## src/sv/scp_pkg.sv

```systemverilog
// scp_pkg: types, character codes and reply tables shared by the serial CAN command parser.
// No dependencies; every parser module refers to it by scoped names.
package scp_pkg;

   typedef enum logic [2:0] {
      CMD_ACK,
      CMD_FRAME,
      CMD_FLAGS,
      CMD_VERSION,
      CMD_ERROR
   } cmd_type;

   typedef struct packed {
      cmd_type     cmd;
      logic [11:0] id;
      logic [3:0]  len;
      logic [63:0] data;
      logic [7:0]  eflags;
   } job_type;

   localparam int QUEUE_DEPTH = 2;
   localparam int STEP_W      = 3;

   localparam logic [7:0] CHAR_CR   = 8'h0D;
   localparam logic [7:0] CHAR_LF   = 8'h0A;
   localparam logic [7:0] CHAR_BEL  = 8'h07;
   localparam logic [7:0] CHAR_ZERO = 8'h30;
   localparam logic [7:0] CHAR_ONE  = 8'h31;
   localparam logic [7:0] CHAR_S    = 8'h53;
   localparam logic [7:0] CHAR_O    = 8'h4F;
   localparam logic [7:0] CHAR_C    = 8'h43;
   localparam logic [7:0] CHAR_T    = 8'h74;
   localparam logic [7:0] CHAR_F    = 8'h46;
   localparam logic [7:0] CHAR_V    = 8'h56;

   localparam logic [3:0] MAX_DATA = 4'd8;

   localparam int ID_FIRST   = 1;
   localparam int ID_LAST    = 3;
   localparam int LEN_POS    = 4;
   localparam int DATA_FIRST = 5;
   localparam int DATA_LAST  = 20;

   // {valid, digit}
   function automatic logic [4:0] hex_decode(input logic [7:0] c);
      logic [4:0] r;
      r = 5'd0;
      if (c >= 8'h30 && c <= 8'h39) begin
         r = {1'b1, c[3:0]};
      end else if ((c >= 8'h41 && c <= 8'h46) || (c >= 8'h61 && c <= 8'h66)) begin
         r = {1'b1, c[3:0] + 4'd9};
      end
      return r;
   endfunction

   function automatic logic [7:0] hex_char(input logic [3:0] d);
      logic [7:0] r;
      if (d < 4'd10) begin
         r = {4'h3, d};
      end else begin
         r = 8'h37 + {4'h0, d};
      end
      return r;
   endfunction

   // {last, reply byte} for one step of a command
   function automatic logic [8:0] reply_word(input cmd_type cmd, input logic [STEP_W-1:0] step,
                                            input logic [7:0] eflags);
      logic [8:0] r;
      r = {1'b1, CHAR_CR};
      case (cmd)
         CMD_ACK: begin
            r = {1'b1, CHAR_CR};
         end
         CMD_FRAME: begin
            r = (step == 3'd0) ? {1'b0, 8'h00} : {1'b1, CHAR_CR};
         end
         CMD_FLAGS: begin
            case (step)
               3'd0:    r = {1'b0, CHAR_F};
               3'd1:    r = {1'b0, hex_char(eflags[7:4])};
               3'd2:    r = {1'b0, hex_char(eflags[3:0])};
               default: r = {1'b1, CHAR_CR};
            endcase
         end
         CMD_VERSION: begin
            case (step)
               3'd0:    r = {1'b0, CHAR_V};
               3'd1:    r = {1'b0, CHAR_ZERO};
               3'd2:    r = {1'b0, CHAR_ONE};
               3'd3:    r = {1'b0, CHAR_ZERO};
               3'd4:    r = {1'b0, CHAR_ONE};
               default: r = {1'b1, CHAR_CR};
            endcase
         end
         default: begin
            r = {1'b1, CHAR_BEL};
         end
      endcase
      return r;
   endfunction

endpackage

```

## src/sv/scp_front.sv

```systemverilog
// scp_front: takes received characters, parses the line as it fills, classifies it at line end.
// Depends on scp_pkg; pushes one job_type per decoded line into the queue.
module scp_front #(
   parameter int LINE_CAPACITY = 32
) (
   input  logic            clock,
   input  logic            reset,
   input  logic            req_valid,
   output logic            req_ready,
   input  logic [7:0]      req_rx_byte,
   input  logic [7:0]      req_error_flags,
   input  logic            queue_full,
   output logic            push,
   output scp_pkg::job_type push_entry
);

   localparam int CW = $clog2(LINE_CAPACITY);
   localparam logic [CW-1:0] LIMIT = CW'(LINE_CAPACITY - 1);

   logic [CW-1:0] cnt_ff, cnt_in;
   logic [7:0]    first_ff, first_in;
   logic [11:0]   id_ff, id_in;
   logic          id_stop_ff, id_stop_in;
   logic [3:0]    flen_ff, flen_in;
   logic [63:0]   data_ff, data_in;
   logic          dstop_ff, dstop_in;
   logic          open_ff, open_in;

   logic          take;
   logic          line_end;
   logic [4:0]    hx;
   logic [7:0]    lenv;
   logic [CW-1:0] off;
   logic [2:0]    bidx;
   logic [63:0]   data_masked;
   scp_pkg::cmd_type cmd;

   assign req_ready = !queue_full;
   assign take      = req_valid && req_ready;
   assign line_end  = (req_rx_byte == scp_pkg::CHAR_CR) || (req_rx_byte == scp_pkg::CHAR_LF);
   assign hx        = scp_pkg::hex_decode(req_rx_byte);
   assign lenv      = req_rx_byte - scp_pkg::CHAR_ZERO;
   assign off       = cnt_ff - CW'(scp_pkg::DATA_FIRST);
   assign bidx      = off[3:1];

   always_comb begin
      for (int k = 0; k < 8; k++) begin
         data_masked[8*k +: 8] = (4'(k) < flen_ff) ? data_ff[8*k +: 8] : 8'h00;
      end
   end

   always_comb begin
      case (first_ff)
         scp_pkg::CHAR_S: cmd = scp_pkg::CMD_ACK;
         scp_pkg::CHAR_O: cmd = scp_pkg::CMD_ACK;
         scp_pkg::CHAR_C: cmd = scp_pkg::CMD_ACK;
         scp_pkg::CHAR_T: cmd = open_ff ? scp_pkg::CMD_FRAME : scp_pkg::CMD_ERROR;
         scp_pkg::CHAR_F: cmd = scp_pkg::CMD_FLAGS;
         scp_pkg::CHAR_V: cmd = scp_pkg::CMD_VERSION;
         default:         cmd = scp_pkg::CMD_ERROR;
      endcase
   end

   assign push              = take && line_end && (cnt_ff != '0);
   assign push_entry.cmd    = cmd;
   assign push_entry.id     = id_ff;
   assign push_entry.len    = flen_ff;
   assign push_entry.data   = data_masked;
   assign push_entry.eflags = req_error_flags;

   always_comb begin
      cnt_in     = cnt_ff;
      first_in   = first_ff;
      id_in      = id_ff;
      id_stop_in = id_stop_ff;
      flen_in    = flen_ff;
      data_in    = data_ff;
      dstop_in   = dstop_ff;
      open_in    = open_ff;
      if (take && line_end) begin
         if (cnt_ff != '0) begin
            if (first_ff == scp_pkg::CHAR_O) begin
               open_in = 1'b1;
            end else if (first_ff == scp_pkg::CHAR_C) begin
               open_in = 1'b0;
            end
            cnt_in     = '0;
            first_in   = 8'h00;
            id_in      = 12'h000;
            id_stop_in = 1'b0;
            flen_in    = scp_pkg::MAX_DATA;
            data_in    = 64'h0;
            dstop_in   = 1'b0;
         end
      end else if (take && cnt_ff < LIMIT) begin
         cnt_in = cnt_ff + CW'(1);
         if (cnt_ff == '0) begin
            first_in = req_rx_byte;
         end else if (cnt_ff >= CW'(scp_pkg::ID_FIRST) && cnt_ff <= CW'(scp_pkg::ID_LAST)) begin
            if (!id_stop_ff && hx[4]) begin
               id_in = {id_ff[7:0], hx[3:0]};
            end else begin
               id_stop_in = 1'b1;
            end
         end else if (cnt_ff == CW'(scp_pkg::LEN_POS)) begin
            flen_in = (lenv > 8'(scp_pkg::MAX_DATA)) ? scp_pkg::MAX_DATA : lenv[3:0];
         end else if (cnt_ff >= CW'(scp_pkg::DATA_FIRST)
                      && cnt_ff <= CW'(scp_pkg::DATA_LAST)) begin
            if (!off[0]) begin
               data_in[8*bidx +: 8] = hx[4] ? {4'h0, hx[3:0]} : 8'h00;
               dstop_in             = !hx[4];
            end else if (!dstop_ff && hx[4]) begin
               data_in[8*bidx +: 8] = {data_ff[8*bidx +: 4], hx[3:0]};
            end
         end
      end
   end

   always_ff @(posedge clock) begin
      if (reset) begin
         cnt_ff     <= '0;
         first_ff   <= 8'h00;
         id_ff      <= 12'h000;
         id_stop_ff <= 1'b0;
         flen_ff    <= scp_pkg::MAX_DATA;
         data_ff    <= 64'h0;
         dstop_ff   <= 1'b0;
         open_ff    <= 1'b0;
      end else begin
         cnt_ff     <= cnt_in;
         first_ff   <= first_in;
         id_ff      <= id_in;
         id_stop_ff <= id_stop_in;
         flen_ff    <= flen_in;
         data_ff    <= data_in;
         dstop_ff   <= dstop_in;
         open_ff    <= open_in;
      end
   end

   a_cnt_bound: assert property (@(posedge clock) disable iff (reset) cnt_ff <= LIMIT)
      else $error("line count past capacity");
   a_flen_bound: assert property (@(posedge clock) disable iff (reset)
      flen_ff <= scp_pkg::MAX_DATA)
      else $error("frame length past eight");

endmodule

```

## src/sv/scp_queue.sv

```systemverilog
// scp_queue: short job queue between the line classifier and the reply sequencer.
// Depends on scp_pkg for job_type and QUEUE_DEPTH.
module scp_queue (
   input  logic             clock,
   input  logic             reset,
   input  logic             push,
   input  scp_pkg::job_type push_entry,
   output logic             full,
   input  logic             pop,
   output scp_pkg::job_type pop_entry,
   output logic             empty
);

   localparam int DEPTH = scp_pkg::QUEUE_DEPTH;
   localparam int PW    = (DEPTH > 1) ? $clog2(DEPTH) : 1;
   localparam int NW    = $clog2(DEPTH + 1);

   scp_pkg::job_type slots [DEPTH];
   logic [PW-1:0] wr_ff, wr_in;
   logic [PW-1:0] rd_ff, rd_in;
   logic [NW-1:0] num_ff, num_in;

   function automatic logic [PW-1:0] next_ptr(input logic [PW-1:0] p);
      return (p == PW'(DEPTH - 1)) ? '0 : p + PW'(1);
   endfunction

   assign full      = (num_ff == NW'(DEPTH));
   assign empty     = (num_ff == '0);
   assign pop_entry = slots[rd_ff];

   always_comb begin
      wr_in  = push ? next_ptr(wr_ff) : wr_ff;
      rd_in  = pop ? next_ptr(rd_ff) : rd_ff;
      num_in = num_ff;
      if (push && !pop) begin
         num_in = num_ff + NW'(1);
      end else if (pop && !push) begin
         num_in = num_ff - NW'(1);
      end
   end

   always_ff @(posedge clock) begin
      if (push) begin
         slots[wr_ff] <= push_entry;
      end
   end

   always_ff @(posedge clock) begin
      if (reset) begin
         wr_ff  <= '0;
         rd_ff  <= '0;
         num_ff <= '0;
      end else begin
         wr_ff  <= wr_in;
         rd_ff  <= rd_in;
         num_ff <= num_in;
      end
   end

   a_no_overrun: assert property (@(posedge clock) disable iff (reset) !(push && full))
      else $error("push into full queue");
   a_no_underrun: assert property (@(posedge clock) disable iff (reset) !(pop && empty))
      else $error("pop from empty queue");

endmodule

```

## src/sv/scp_back.sv

```systemverilog
// scp_back: steps through each queued job and sends its reply words and CAN frame.
// Depends on scp_pkg for job_type, command codes and the reply tables.
module scp_back (
   input  logic             clock,
   input  logic             reset,
   input  logic             queue_empty,
   input  scp_pkg::job_type pop_entry,
   output logic             pop,
   output logic             rsp_valid,
   input  logic             rsp_ready,
   output logic             rsp_result_kind,
   output logic [7:0]       rsp_reply_byte,
   output logic [11:0]      rsp_frame_id,
   output logic [3:0]       rsp_frame_length,
   output logic [63:0]      rsp_frame_data,
   output logic             rsp_last_of_run
);

   logic                       busy_ff, busy_in;
   scp_pkg::job_type           job_ff, job_in;
   logic [scp_pkg::STEP_W-1:0] step_ff, step_in;
   logic                       valid_ff, valid_in;
   logic                       kind_ff, kind_in;
   logic [7:0]                 byte_ff, byte_in;
   logic [11:0]                id_ff, id_in;
   logic [3:0]                 len_ff, len_in;
   logic [63:0]                data_ff, data_in;
   logic                       last_ff, last_in;

   logic       load;
   logic       is_frame;
   logic [8:0] word;

   assign pop      = !busy_ff && !queue_empty;
   assign load     = busy_ff && (!valid_ff || rsp_ready);
   assign is_frame = (job_ff.cmd == scp_pkg::CMD_FRAME) && (step_ff == '0);
   assign word     = scp_pkg::reply_word(job_ff.cmd, step_ff, job_ff.eflags);

   always_comb begin
      busy_in  = busy_ff;
      job_in   = job_ff;
      step_in  = step_ff;
      valid_in = valid_ff;
      kind_in  = kind_ff;
      byte_in  = byte_ff;
      id_in    = id_ff;
      len_in   = len_ff;
      data_in  = data_ff;
      last_in  = last_ff;
      if (pop) begin
         busy_in = 1'b1;
         job_in  = pop_entry;
         step_in = '0;
      end
      if (load) begin
         valid_in = 1'b1;
         kind_in  = is_frame;
         byte_in  = is_frame ? 8'h00 : word[7:0];
         id_in    = is_frame ? job_ff.id : 12'h000;
         len_in   = is_frame ? job_ff.len : 4'h0;
         data_in  = is_frame ? job_ff.data : 64'h0;
         last_in  = word[8];
         step_in  = step_ff + scp_pkg::STEP_W'(1);
         busy_in  = !word[8];
      end else if (rsp_ready) begin
         valid_in = 1'b0;
      end
   end

   always_ff @(posedge clock) begin
      if (reset) begin
         busy_ff  <= 1'b0;
         valid_ff <= 1'b0;
      end else begin
         busy_ff  <= busy_in;
         valid_ff <= valid_in;
      end
   end

   always_ff @(posedge clock) begin
      job_ff  <= job_in;
      step_ff <= step_in;
      kind_ff <= kind_in;
      byte_ff <= byte_in;
      id_ff   <= id_in;
      len_ff  <= len_in;
      data_ff <= data_in;
      last_ff <= last_in;
   end

   assign rsp_valid        = valid_ff;
   assign rsp_result_kind  = kind_ff;
   assign rsp_reply_byte   = byte_ff;
   assign rsp_frame_id     = id_ff;
   assign rsp_frame_length = len_ff;
   assign rsp_frame_data   = data_ff;
   assign rsp_last_of_run  = last_ff;

   a_frame_not_last: assert property (@(posedge clock) disable iff (reset)
      valid_ff && kind_ff |-> !last_ff)
      else $error("frame word marked last");
   a_reply_clean: assert property (@(posedge clock) disable iff (reset)
      valid_ff && !kind_ff |-> (id_ff == 12'h000) && (len_ff == 4'h0) && (data_ff == 64'h0))
      else $error("reply word carries frame fields");

endmodule

```

## src/sv/slcan_command_parser.sv

```systemverilog
// slcan_command_parser: ASCII CAN adapter command parser, top level.
// Depends on scp_pkg, scp_front, scp_queue and scp_back.
//
//   channel   ports                      direction  word
//   req       req_valid/req_ready        in         received char + error flags
//   rsp       rsp_valid/rsp_ready        out        reply byte or CAN frame
//
// One character is taken per cycle while the job queue has room; line parsing is
// done as characters arrive, so the line is classified as its end is taken.
// The back part sends one word per cycle while rsp_ready is high: 1 (S/O/C/error),
// 2 (t), 4 (F) or 6 (V) words per line, then it fetches the next job from the queue.
// Synchronous reset clears the line, closes the channel and empties the queue.
// A stalled rsp side fills the queue, after which req_ready drops.
module slcan_command_parser #(
   parameter int LINE_CAPACITY = 32
) (
   input  logic        clock,
   input  logic        reset,
   input  logic        req_valid,
   output logic        req_ready,
   input  logic [7:0]  req_rx_byte,
   input  logic [7:0]  req_error_flags,
   output logic        rsp_valid,
   input  logic        rsp_ready,
   output logic        rsp_result_kind,
   output logic [7:0]  rsp_reply_byte,
   output logic [11:0] rsp_frame_id,
   output logic [3:0]  rsp_frame_length,
   output logic [63:0] rsp_frame_data,
   output logic        rsp_last_of_run
);

   logic             push;
   logic             pop;
   logic             queue_full;
   logic             queue_empty;
   scp_pkg::job_type push_entry;
   scp_pkg::job_type pop_entry;

   scp_front #(
      .LINE_CAPACITY(LINE_CAPACITY)
   ) u_front (
      .clock          (clock),
      .reset          (reset),
      .req_valid      (req_valid),
      .req_ready      (req_ready),
      .req_rx_byte    (req_rx_byte),
      .req_error_flags(req_error_flags),
      .queue_full     (queue_full),
      .push           (push),
      .push_entry     (push_entry)
   );

   scp_queue u_queue (
      .clock     (clock),
      .reset     (reset),
      .push      (push),
      .push_entry(push_entry),
      .full      (queue_full),
      .pop       (pop),
      .pop_entry (pop_entry),
      .empty     (queue_empty)
   );

   scp_back u_back (
      .clock           (clock),
      .reset           (reset),
      .queue_empty     (queue_empty),
      .pop_entry       (pop_entry),
      .pop             (pop),
      .rsp_valid       (rsp_valid),
      .rsp_ready       (rsp_ready),
      .rsp_result_kind (rsp_result_kind),
      .rsp_reply_byte  (rsp_reply_byte),
      .rsp_frame_id    (rsp_frame_id),
      .rsp_frame_length(rsp_frame_length),
      .rsp_frame_data  (rsp_frame_data),
      .rsp_last_of_run (rsp_last_of_run)
   );

endmodule

```

## config.mk

```make
export PLATFORM = sky130hd
export DESIGN_NAME = slcan_command_parser
export DESIGN_NICKNAME = d
export VERILOG_FILES = /design/src/sv/scp_pkg.sv /design/src/sv/scp_front.sv /design/src/sv/scp_queue.sv /design/src/sv/scp_back.sv /design/src/sv/slcan_command_parser.sv
export SDC_FILE = /design/constraint.sdc
export NUM_CORES = 1
export LEC_CHECK = 0
export BUFFER_PORTS_ARGS = -buffer_cell sky130_fd_sc_hd__buf_4
export CAP_MARGIN = 40
export CORE_MARGIN = 5
export CORE_UTILIZATION = 30
export DETAILED_ROUTE_END_ITERATION = 12
export GPL_TIMING_DRIVEN = 0
export PLACE_DENSITY = 0.57
export REMOVE_ABC_BUFFERS = 1
export SLEW_MARGIN = 25
export SYNTH_ARGS = -nofsm -noshare
export SYNTH_HDL_FRONTEND = slang
export SYNTH_SLANG_ARGS = --single-unit
```

## constraint.sdc

```tcl
create_clock -name clock -period 5.5 [get_ports clock]
set_clock_uncertainty 0.15 [all_clocks]
set_input_delay 0 -clock clock [delete_from_list [all_inputs] [get_ports clock]]
set_output_delay 0 -clock clock [all_outputs]
set_load 0.005 [all_outputs]
```

==> results by group <==
STA
  • Unrepaired setup endpoints after global routing: false
  • Final min period: 4.25 ns
  • Setup-failing EPs final: 0
  • Fmax: 235 MHz
  • Fin. Hold Viols: 0
  • Tightest Pin Transition: 0.882 ns
  • Fin crit share: between 70% and 80%
  • Max-slew headroom: 41.0%
  • Final WS setup: around 1.2 ns
  • Slew Limit Fails: 0
  • Hold WS: 0.0605 ns

Clock network
  • Latest clock arrival within the worst-skew pair: 0.60 ns
  • H-tree levels: 2
  • PostCTS Resize Cnt: 0
  • Post-CTS Setup Inserts: 0
  • Maximum clock path buffer count: 3
  • Clk slew on worst S/H paths: around 0.07 ns
  • CTS tree: built
  • Root Buffer: clkbuf_16
  • Clock sinks: 467
  • TritonCTS Buffers: 46

Pwr
  • Leak Pwr: 7.88 nW
  • Total power: about 9.1 mW
  • Pwr/cell area: roughly 400 mW/mm2
  • Max IR drop VDD: 0.238 mV

Layout
  • Layout net count: between 1k and 1.5k
  • Commonest non-fill, non-tap cells in the layout: 365 x edfxtp_1, 117 x buf_4, 102 x and2_1
  • Share of layout cells above drive strength 1: 24.2%
  • Final Non-Filler Cells: 2310
  • Most common cell after layout, fill and taps aside: edfxtp_1
  • P&R area growth vs syn: 21.2%
  • Final core utilization: 36.7%

Routing
  • DR vias: 10.6k
  • Initial DRC count: 636
  • DRT antenna net count: 0
  • Vias/cell: roughly 4.6
  • Routed wire per std cell: between 15 and 20 um
  • # DRC: 0
  • Wirelength, routed: 39500 um
  • Drt first pass iters: 5

Run
  • Total of max-cap violations: 0

Worst setup path
  • Slowest-stage cell, CP: nor4b_2
  • Worst-path cell chain: inv_1 -> ha_1 -> xnor2_1 -> clkinv_1 -> ha_1 -> ha_1 -> nor4b_2 -> or2_2 -> o211ai_1 -> a32o_1
  • Worst path top cell family by delay: simple AND/OR/NAND/NOR gates
  • WP data arrival: around 4.6 ns
  • Crit-path max FO: 14
  • Worst path required time: 5.85 ns
  • Setup crit end kind: register
  • CP Class: register to register
  • Crit start category: register
  • Most used cell, CP: ha_1
  • WP buf/inv: 2
  • CP max stage delay: 0.82 ns

Synth
  • Cells after synthesis: 1249
  • #FFs+latches synth: 467
  • EDFF count, synth: 365
  • Synth Warn #: 0
  • Sequential cell area fraction in the yosys report: 69.4%
  • Leading register cell type out of synthesis: edfxtp_1
  • Avg Cell Area, Syn: 15.0 um2
  • Synthesized cell area: 0.0187 mm2
  • Synth unique cells: between 80 and 90
  • Post-synth ARST share: 0%

Outcome
  • Status: finished clean

Floorplanning
  • Row count: 91
  • Starting Density: 30.3%
  • Die area: 0.0676 mm2
  • Area of the core: 0.0618 mm2
  • Die height: 260 um
  • Chip width: 260 um
  • Io pins: 112

Placed design
  • Dpl hpwl: 26800 um
  • Place WS: between 1 and 1.5 ns
  • DP Cell Count: 2176
  • Gpl congestion: approximately 0.86
  • I/O Buffers: 110

Global route
  • GRT Overall Usage: 11.5%
  • Largest net degree at the start of global routing: between 50 and 60
  • First-pass GRT wire length: 62000 um
  • Overflow after GRT: 0
  • Initial antenna violation count: 3
  • Number of global-route vias before repair: 10.9k

Min path
  • Min-Delay Path Class: input pin to register
sequential cells by signal, indices dropped and copies added, names as in the netlist:
signal,cells
u_back.rsp_valid,1
u_back.step_ff,3
u_front.open_ff,1
u_front.first_ff,8
u_front.dstop_ff,1
u_front.id_stop_ff,1
u_front.cnt_ff,5
u_front.id_ff,12
u_back.rsp_reply_byte,7
u_back.rsp_frame_id,12
u_queue.rd_ff,1
u_back.rsp_result_kind,1
u_back.busy_ff,1
u_back.job_ff,91
u_front.data_ff,64
u_queue.num_ff,2
u_queue.slots,182
u_back.rsp_frame_data,64
u_back.rsp_last_of_run,1
u_front.flen_ff,4
u_back.rsp_frame_length,4
u_queue.wr_ff,1
path summary, 6_finish.rpt:
kind                      start                    to  slack, ns  cells after the start
max           u_front.cnt_ff[0]   u_front.data_ff[41]       1.25                     10
min          req_error_flags[2]   u_queue.slots[1][2]       0.06                      2
max reg2reg   u_front.cnt_ff[0]   u_front.data_ff[41]       1.25                     10
min reg2reg   u_front.id_ff[11]  u_queue.slots[1][87]       0.30                      0
layout make-up:
class,count,area [um2]
sequential,467,13000
timing repair buffer,180,1640
multi-input combinational,706,5390
inverter,31,126
clock inverter,15,148
antenna,3,7.51
clock buffer,71,1350
tap,837,1050
fill,5821,39100
cell families after synthesis:
kind of cell             count (synthesis)  synth area share [%]
buffers and inverters                   76                  2.01
multiplexers                           111                  7.08
other                                    1                0.0200
XOR/XNOR                                12                 0.601
flip-flops                             467                  69.4
adder cells (fa/ha/maj)                 25                  1.67
AO/OA/AOI/OAI                          188                  8.14
AND/OR/NAND/NOR                        369                  11.1
metal layers:
layer  vias to the layer above  global-route usage, %  share of wire (%)
li1                       5111                      -                  -
met2                       210                   19.4                 49
met3                        81                   2.67                5.1
met1                      5234                   14.5                 43
met4                         0                   4.40                3.3
met5                         -                      0                  0
worst reg2reg max path, stage by stage, from the launching register on:
cell and delay [ns]:
dfxtp_1 0.64, inv_1 0.20, ha_1 0.30, xnor2_1 0.27, clkinv_1 0.37, ha_1 0.33
ha_1 0.36, nor4b_2 0.82, or2_2 0.25, o211ai_1 0.15, a32o_1 0.32
power breakdown:
part | internal, mW | leakage, nW | switching, mW | total [mW]
Combinational | 0.658 | 2.91 | 0.875 | 1.53
Clock | 1.75 | 0.722 | 1.33 | 3.08
Sequential | 4.34 | 4.25 | 0.190 | 4.53
Total | 6.75 | 7.88 | 2.40 | 9.15
cells in the mapped netlist (20+ instances only):
cell        n  area, um2
a21oi_1    28        140
a22o_1     22        193
a32o_1     24        240
and2_1    103        644
clkbuf_1   26       97.6
dfxtp_1   102       2040
edfxtp_1  365      11000
ha_1       25        313
inv_1      26       97.6
mux2_2     92       1040
nand2_1    48        180
nand3_1    20        100
nor2_1     58        218
nor2b_1    57        357
o21ai_0    20        100
metrics by stage:
stage / instance area, um2 / TNS, ns
6_report: 22700 / 0
5_1_grt: 22700 / 0
4_1_cts: 22700 / 0
3_5_place_dp: 20800 / 0
3_3_place_gp: 20400 / -535.67
2_1_floorplan: 18500 / -41.17
repair_timing:
item                                    in CTS  in global routing
endpoints found under the setup margin       0                  0
endpoints found under the hold margin       85                  0
hold buffers                                42                  0
Note: power is estimated with default switching activity, not from simulation.
